## src/rtl/rau_pkg.sv

```systemverilog
// Shared types and constants for the rational arithmetic unit.
`default_nettype none

package rau_pkg;

  localparam int FIELD_W = 16;
  localparam int DATA_W  = 32;

  typedef enum logic [1:0] {
    MODE_ADD = 2'd0,
    MODE_SUB = 2'd1,
    MODE_MUL = 2'd2,
    MODE_DIV = 2'd3
  } mode_t;

  typedef enum logic [3:0] {
    ST_IDLE,
    ST_MUL0,
    ST_MUL1,
    ST_MUL2,
    ST_SUM,
    ST_GCD,
    ST_REM,
    ST_QNUM,
    ST_QDEN,
    ST_DONE
  } state_t;

  typedef struct packed {
    logic [1:0]                mode;
    logic signed [FIELD_W-1:0] a_num;
    logic signed [FIELD_W-1:0] a_den;
    logic signed [FIELD_W-1:0] b_num;
    logic signed [FIELD_W-1:0] b_den;
  } in_item_t;

  typedef struct packed {
    logic signed [DATA_W-1:0] res_num;
    logic signed [DATA_W-1:0] res_den;
    logic                     div_zero;
  } out_item_t;

endpackage

`default_nettype wire

```

## src/rtl/rau_divider.sv

```systemverilog
// Radix-2 restoring signed divider with truncating quotient and remainder.
`default_nettype none

module rau_divider (
  input  wire logic                      clk,
  input  wire logic                      rst_n,
  input  wire logic                      start,
  input  wire logic [rau_pkg::DATA_W-1:0] dividend,
  input  wire logic [rau_pkg::DATA_W-1:0] divisor,
  output logic                           done,
  output logic [rau_pkg::DATA_W-1:0]     quotient,
  output logic [rau_pkg::DATA_W-1:0]     remainder
);
  import rau_pkg::*;

  localparam int CNT_W = $clog2(DATA_W);
  localparam logic [CNT_W-1:0] LAST = CNT_W'(DATA_W - 1);

  logic              busy_r;
  logic              done_r;
  logic [CNT_W-1:0]  cnt_r;
  logic [DATA_W-1:0] rem_r;
  logic [DATA_W-1:0] quo_r;
  logic [DATA_W-1:0] dvs_r;
  logic              qneg_r;
  logic              rneg_r;

  logic [DATA_W:0]   trial;
  logic [DATA_W:0]   diff;
  logic [DATA_W-1:0] dividend_mag;
  logic [DATA_W-1:0] divisor_mag;

  assign dividend_mag = dividend[DATA_W-1] ? (~dividend + 1'b1) : dividend;
  assign divisor_mag  = divisor[DATA_W-1]  ? (~divisor + 1'b1)  : divisor;
  assign trial        = {rem_r, quo_r[DATA_W-1]};
  assign diff         = trial - {1'b0, dvs_r};

  always_ff @(posedge clk) begin
    if (!rst_n) begin
      busy_r <= 1'b0;
      done_r <= 1'b0;
      cnt_r  <= '0;
    end else begin
      done_r <= 1'b0;
      if (start) begin
        busy_r <= 1'b1;
        cnt_r  <= '0;
      end else if (busy_r) begin
        cnt_r <= cnt_r + 1'b1;
        if (cnt_r == LAST) begin
          busy_r <= 1'b0;
          done_r <= 1'b1;
        end
      end
    end
  end

  always_ff @(posedge clk) begin
    if (start) begin
      rem_r  <= '0;
      quo_r  <= dividend_mag;
      dvs_r  <= divisor_mag;
      qneg_r <= dividend[DATA_W-1] ^ divisor[DATA_W-1];
      rneg_r <= dividend[DATA_W-1];
    end else if (busy_r) begin
      if (!diff[DATA_W]) begin
        rem_r <= diff[DATA_W-1:0];
        quo_r <= {quo_r[DATA_W-2:0], 1'b1};
      end else begin
        rem_r <= trial[DATA_W-1:0];
        quo_r <= {quo_r[DATA_W-2:0], 1'b0};
      end
    end
  end

  assign done      = done_r;
  assign quotient  = qneg_r ? (~quo_r + 1'b1) : quo_r;
  assign remainder = rneg_r ? (~rem_r + 1'b1) : rem_r;

endmodule

`default_nettype wire

```

## config.mk

```make
export PLATFORM = sky130hd
export DESIGN_NAME = rau_divider
export DESIGN_NICKNAME = d
export VERILOG_FILES = /design/src/rtl/rau_pkg.sv /design/src/rtl/rau_divider.sv
export SDC_FILE = /design/constraint.sdc
export NUM_CORES = 1
export LEC_CHECK = 0
export ABC_AREA = 1
export BUFFER_PORTS_ARGS = -buffer_cell sky130_fd_sc_hd__buf_2
export CAP_MARGIN = 10
export CORE_MARGIN = 2
export CORE_UTILIZATION = 40
export DETAILED_ROUTE_END_ITERATION = 8
export GPL_TIMING_DRIVEN = 0
export SLEW_MARGIN = 40
export SYNTH_ARGS = -nofsm -noshare
export SYNTH_HDL_FRONTEND = slang
export SYNTH_SLANG_ARGS = --single-unit
```

## constraint.sdc

```tcl
create_clock -name clk -period 4.9 [get_ports clk]
set_input_delay 0.245 -clock clk [delete_from_list [all_inputs] [get_ports clk]]
set_output_delay 0.245 -clock clk [all_outputs]
set_load 0.01 [all_outputs]
```

==> impl_metrics.json, run 1 <==
{
  "vias": 10100,
  "ys_seq_area_share_pct": 27.9,
  "dr.pass1.iters": 7,
  "crit_family": "buffers and inverters",
  "nets": 1849,
  "setup_viol": 0,
  "grt_pass1_wl_um": 47700,
  "finalPower_uw": 2520,
  "rsz0062_at_grt": "false",
  "slowest_stage": "clkbuf_1",
  "ys_seq_elements": 105,
  "hp-class": "input pin to flop",
  "ys_types": 41,
  "drc": 4,
  "initial_core_util_pct": 40.7,
  "cts_tree": "built",
  "path_clk_slew_ns": 0.07,
  "status": "finished with violations",
  "final_common_cell": "nand2_1",
  "fmax_ghz": 0.295,
  "area_growth_syn_to_layout_pct": 14.0,
  "cts_buffers": 9,
  "post-cts-setup-buffers": 0,
  "violations": "design-rule violations",
  "layout_min_cycle_time_ns": 3.40,
  "fin_ws_ns": 1.50,
  "setup.worst_path.class": "flop to primary output",
  "core_area_mm2": 0.0243,
  "hold_violations": 0,
  "ys_warn_count": 0,
  "overflow": 0,
  "critical_path.max_stage_delay_ns": 0.66,
  "worst-path-buf-inv": 3,
  "cp.arrival_ns": 3.15,
  "synth_top_area_cell": "nand2_1",
  "power_density_mw_per_mm2": 223,
  "tightestPinTransition_ns": 0.876,
  "num_rows": 57,
  "drv_cap": 0,
  "fillers": 2592,
  "first_iter_violations": 589,
  "start_kind": "flop",
  "wire_per_inst_um": 14.4,
  "endpoint_kind": "primary output",
  "syn_inst": 1602,
  "dieHeight_um": 161,
  "grt_usage_pct": 23.3,
  "cts-hold-fix-buffers": 0,
  "netlist_area_mm2": 0.00990,
  "cp_max_fo": 10,
  "h-tree-depth": 3,
  "port-buffer-count": 130,
  "syn-num-nets": 1708,
  "clock_skew_ns": 0.0145,
  "routed_wl_um": 30000,
  "final_cell_mix": "539 x nand2_1, 303 x inv_1, 150 x nor2_1",
  "ir_drop_v": 0.000162,
  "setup-tns-final_ns": 0,
  "routabilityCongestion": 0.946,
  "synthTopCellsByArea": "nand2_1 20%, edfxtp_1 20%, inv_1 12%, dfxtp_1 7.9%, xor2_1 7.5%",
  "viasPerCell": 4.85,
  "path_common_cell": "a21oi_1",
  "slew_headroom_pct": 41.6,
  "drive_gt1_share_pct": 10.1,
  "antenna_found_initial": 8,
  "period_share_pct": 69.3,
  "dp_hpwl_um": 24900,
  "ant_nets": 0,
  "die_area_mm2": 0.0260,
  "utilization_pct": 46.4,
  "r2r_start": "quo_r[31]",
  "min_from": "divisor[0]",
  "cts-root-buf": "clkbuf_16",
  "slew_viol_final": 0,
  "dp_worst_setup_slack_ns": 1.88,
  "clk_latency_ns": 0.37,
  "p_leak_uw": 0.00614,
  "clock_path_buffers": 2,
  "grt_start_max_net_pins": 36,
  "cp-startpoint": "rneg_r",
  "cp_cell_sequence": "clkbuf_1 > clkinv_1 > a21oi_1 > a21oi_1 > nand2_1 > xor2_1 > buf_2",
  "pin_count": 132,
  "numClockSinks": 105,
  "grt_pass1_vias": 9556,
  "cts_resized": 0,
  "die_w_um": 161,
  "cp.required_ns": 4.66,
  "avgSynthCellArea_um2": 6.18,
  "final_cells": 2078,
  "numPlacedInstances": 2056,
  "yosysTopAreaCellShare_pct": 20.4
}
cell families after synthesis:
| group | share of synthesized area [%] |
|---|---|
| buffers and inverters | 13.4 |
| adder cells (fa/ha/maj) | 5.01 |
| AND/OR/NAND/NOR | 36.9 |
| AO/OA/AOI/OAI | 6.73 |
| flip-flops | 27.9 |
| XOR/XNOR | 10.1 |
registers in the layout (all words and copies together), names as in the netlist:
signal  count
dvs_r      32
busy_r      1
rneg_r      1
rem_r      32
quo_r      32
qneg_r      1
done        1
cnt_r       5
cells in the mapped netlist:
library cell	number
ha_1	38
clkinv_1	2
o21ai_1	1
nand2_4	3
dfxtp_1	39
nand3_1	107
clkbuf_1	26
nor3_1	30
nand2_2	3
xnor2_1	29
nand3_2	1
o31ai_1	5
nor4_1	6
edfxtp_1	66
o21ai_0	67
nand4_1	15
nor3_2	2
or2_0	1
a21oi_1	31
nand3b_1	6
fa_1	1
and2_1	5
nor2_2	2
nor2_1	150
buf_4	2
inv_1	304
xor2_1	85
o2111ai_1	1
a211oi_1	1
o21bai_1	1
o41ai_1	3
a31oi_1	7
nand2_1	539
a21o_1	1
o211ai_1	2
buf_6	5
and3_1	3
o21ai_2	1
inv_2	2
o21a_1	1
or2_2	8
routing by layer:
metal / share of wire [%] / track usage (%)
met1: 43 / 28.0
met2: 48 / 41.3
met3: 5.3 / 3.98
met4: 3.1 / 9.29
met5: 0.087 / 0
power by group:
part | internal (µW) | switching [µW] | total, µW
registers | 1020 | 44.7 | 1060
logic | 232 | 437 | 668
clock network | 419 | 365 | 783
area by class of cell:
type / instances / area [µm²] / share of cell area, %
Antenna cell: 6 / 15.0 / 0.133
Clock inverter: 6 / 73.8 / 0.654
Sequential cell: 105 / 2760 / 24.5
Buffer: 33 / 169 / 1.50
Clock buffer: 10 / 239 / 2.12
Timing Repair Buffer: 130 / 651 / 5.77
Tap cell: 324 / 405 / 3.59
Multi-Input combinational cell: 1156 / 5810 / 51.5
Inverter: 308 / 1160 / 10.2
path summary, 6_finish.rpt:
path	end	slack [ns]	cells after the start
worst max-delay path	remainder[30]	1.50	7
worst min-delay path	dvs_r[0]	0.13	1
worst max register to register	quo_r[0]	2.01	16
worst min register to register	cnt_r[4]	0.48	2
metrics by stage:
| stage | hold slack [ns] | area, µm² |
|---|---|---|
| 2_1_floorplan | 0.344 | 9900 |
| 3_3_place_gp | 0.458 | 11000 |
| 3_5_place_dp | 0.461 | 11000 |
| 4_1_cts | 0.118 | 11300 |
| 5_1_grt | 0.119 | 11300 |
| 6_report | 0.127 | 11300 |
Power figures use the tool's default switching activity.
==> run 2, diff against run 1 <==
Clock period 4.9 ns to 2.96 ns, I/O delays scaled along.
==> run 2 against run 1 <==
Effect of this change: combinational power grew 66%; critical endpoint is now quo_r[0]; the flow now finishes without violations; sequential share of layout area shrank 0.13 points; design area grew 0.52%; largest cell class unchanged; largest power group unchanged; non-clock buffer count is the same; sequential cell count is the same; critical path depth grew 9; utilization grew 0.24 points; die area is the same; hold slack lost 0.097 ns; setup slack lost 1.3 ns.
==> impl_metrics.json, run 2 (same netlist as run 1, synthesis figures left out) <==
{
  "grt_pass1_vias": 9576,
  "clock_path_buffers": 2,
  "final_cells": 2079,
  "pin_count": 132,
  "r2r_start": "quo_r[31]",
  "finalInstanceArea_mm2": 0.0113,
  "overflow": 0,
  "dp_hpwl_um": 24900,
  "h-tree-depth": 3,
  "final_common_cell": "nand2_1",
  "slew_headroom_pct": 50.9,
  "top_regs": "dvs_r x32, quo_r x32, rem_r x32",
  "hold_violations": 0,
  "drc": 0,
  "cts-hold-fix-buffers": 0,
  "cp_max_fo": 10,
  "grt_pass1_wl_um": 47700,
  "die_area_mm2": 0.0260,
  "cp.required_ns": 3.05,
  "ir_drop_v": 0.000269,
  "num_rows": 57,
  "endpoint_kind": "flop",
  "area_growth_syn_to_layout_pct": 14.6,
  "min_from": "divisor[0]",
  "ant_nets": 0,
  "fmax_ghz": 0.360,
  "r2r_slack_ns": 0.18,
  "cts_tree": "built",
  "first_iter_violations": 570,
  "grt_usage_pct": 23.3,
  "antenna_found_initial": 8,
  "power_density_mw_per_mm2": 368,
  "ff2ff_path_depth": 16,
  "slew_viol_final": 0,
  "placedInstanceArea_mm2": 0.0110,
  "p_leak_uw": 0.00616,
  "utilization_pct": 46.6,
  "layout_min_cycle_time_ns": 2.78,
  "clk_latency_ns": 0.36,
  "fin_ws_ns": 0.181,
  "cp.arrival_ns": 2.87,
  "period_share_pct": 93.9,
  "numPlacedInstances": 2056,
  "dp_worst_setup_slack_ns": 0.0326,
  "drv_cap": 0,
  "die_w_um": 161,
  "routabilityCongestion": 0.946,
  "min_delay_worst_endpoint": "dvs_r[0]",
  "clock_skew_ns": 0.0142,
  "cts-root-buf": "clkbuf_16",
  "setup_viol": 0,
  "nets": 1849,
  "grt_start_max_net_pins": 36,
  "initial_core_util_pct": 40.7,
  "setup-tns-final_ns": 0,
  "viasPerCell": 4.82,
  "port-buffer-count": 130,
  "hp-class": "input pin to flop",
  "dieHeight_um": 161,
  "vias": 10000,
  "start_kind": "flop",
  "core_area_mm2": 0.0243,
  "tightestPinTransition_ns": 0.736,
  "final_cell_mix": "537 x nand2_1, 302 x inv_1, 146 x nor2_1",
  "r2r_end": "quo_r[0]",
  "routed_wl_um": 30000,
  "setup.worst_path.class": "flop to flop",
  "wire_per_inst_um": 14.4,
  "status": "completed",
  "cts_buffers": 9,
  "dr.pass1.iters": 7,
  "hold_depth": 1,
  "numClockSinks": 105,
  "drive_gt1_share_pct": 10.8,
  "path_clk_slew_ns": 0.07
}
## run 2: cell types whose count changed in the layout (fill, tap and decap cells not counted), moves of 2 or more
| cell | change |
|---|---|
| nand2_1 | -2 |
| o21ai_0 | -2 |
| nor2_4 | +2 |
| nor2_2 | +2 |
| nand2_2 | +2 |
| nor2_1 | -4 |
## run 2: critical path, stage by stage, from the launching register on
cell	delay (ns)
edfxtp_1	0.40
inv_1	0.08
ha_1	0.23
fa_1	0.39
inv_1	0.08
nand2_1	0.06
nand2_1	0.12
nand3_1	0.09
nand2_1	0.16
nand2_1	0.09
nand2_2	0.12
nand2_2	0.09
nand2_2	0.11
nand2_2	0.07
nand2_4	0.11
buf_6	0.20
o21ai_0	0.10
## run 2: layout make-up
class / count / area, µm²
diodes: 7 / 17.5
plain buffers: 32 / 165
clock buffers: 10 / 239
clock inverters: 6 / 73.8
fillers: 2589 / 13000
inverters: 308 / 1160
multi-input cells: 1156 / 5860
flip-flops and latches: 105 / 2760
well taps: 324 / 405
repair buffers: 131 / 658
## run 2: worst max-delay path by stage
| stage | start | endpoint | slack [ns] |
|---|---|---|---|
| floorplan | quo_r[31] | quo_r[0] | 0.69 |
| global placement | start | quo_r[1] | -0.34 |
| detailed placement | rem_r[0] | remainder[28] | 0.03 |
| CTS | rem_r[0] | remainder[30] | -0.02 |
| global route | rem_r[0] | remainder[23] | -0.001 |
| finish | quo_r[31] | quo_r[0] | 0.18 |
## run 2: timing repair
| action | 4_1_cts | 5_1_grt |
|---|---|---|
| pin swaps | 1 | 0 |
| gates resized for setup | 8 | 9 |
| setup endpoints to repair | 10 | 38 |
| setup buffers | 0 | 1 |
## run 2: layer usage
metal	track usage (%)	routed length, µm	vias to the layer above
li1	-	-	5240
met1	27.9	13000	4485
met2	41.4	14400	244
met3	4.24	1620	55
met4	9.38	942	4
met5	0	14	-
## run 2: power by group
group	internal (µW)	switching [µW]	total, µW
Clock	693	603	1300
Combinational	387	719	1110
Sequential	1690	80.6	1770
Total	2770	1400	4170
## run 2: stage by stage
stage / hold WS [ns] / total power, µW
4_1_cts: 0.0209 / 4190
3_3_place_gp: 0.395 / 2880
5_1_grt: 0.0218 / 4390
2_1_floorplan: 0.247 / 2460
6_report: 0.0297 / 4170
3_5_place_dp: 0.393 / 2890
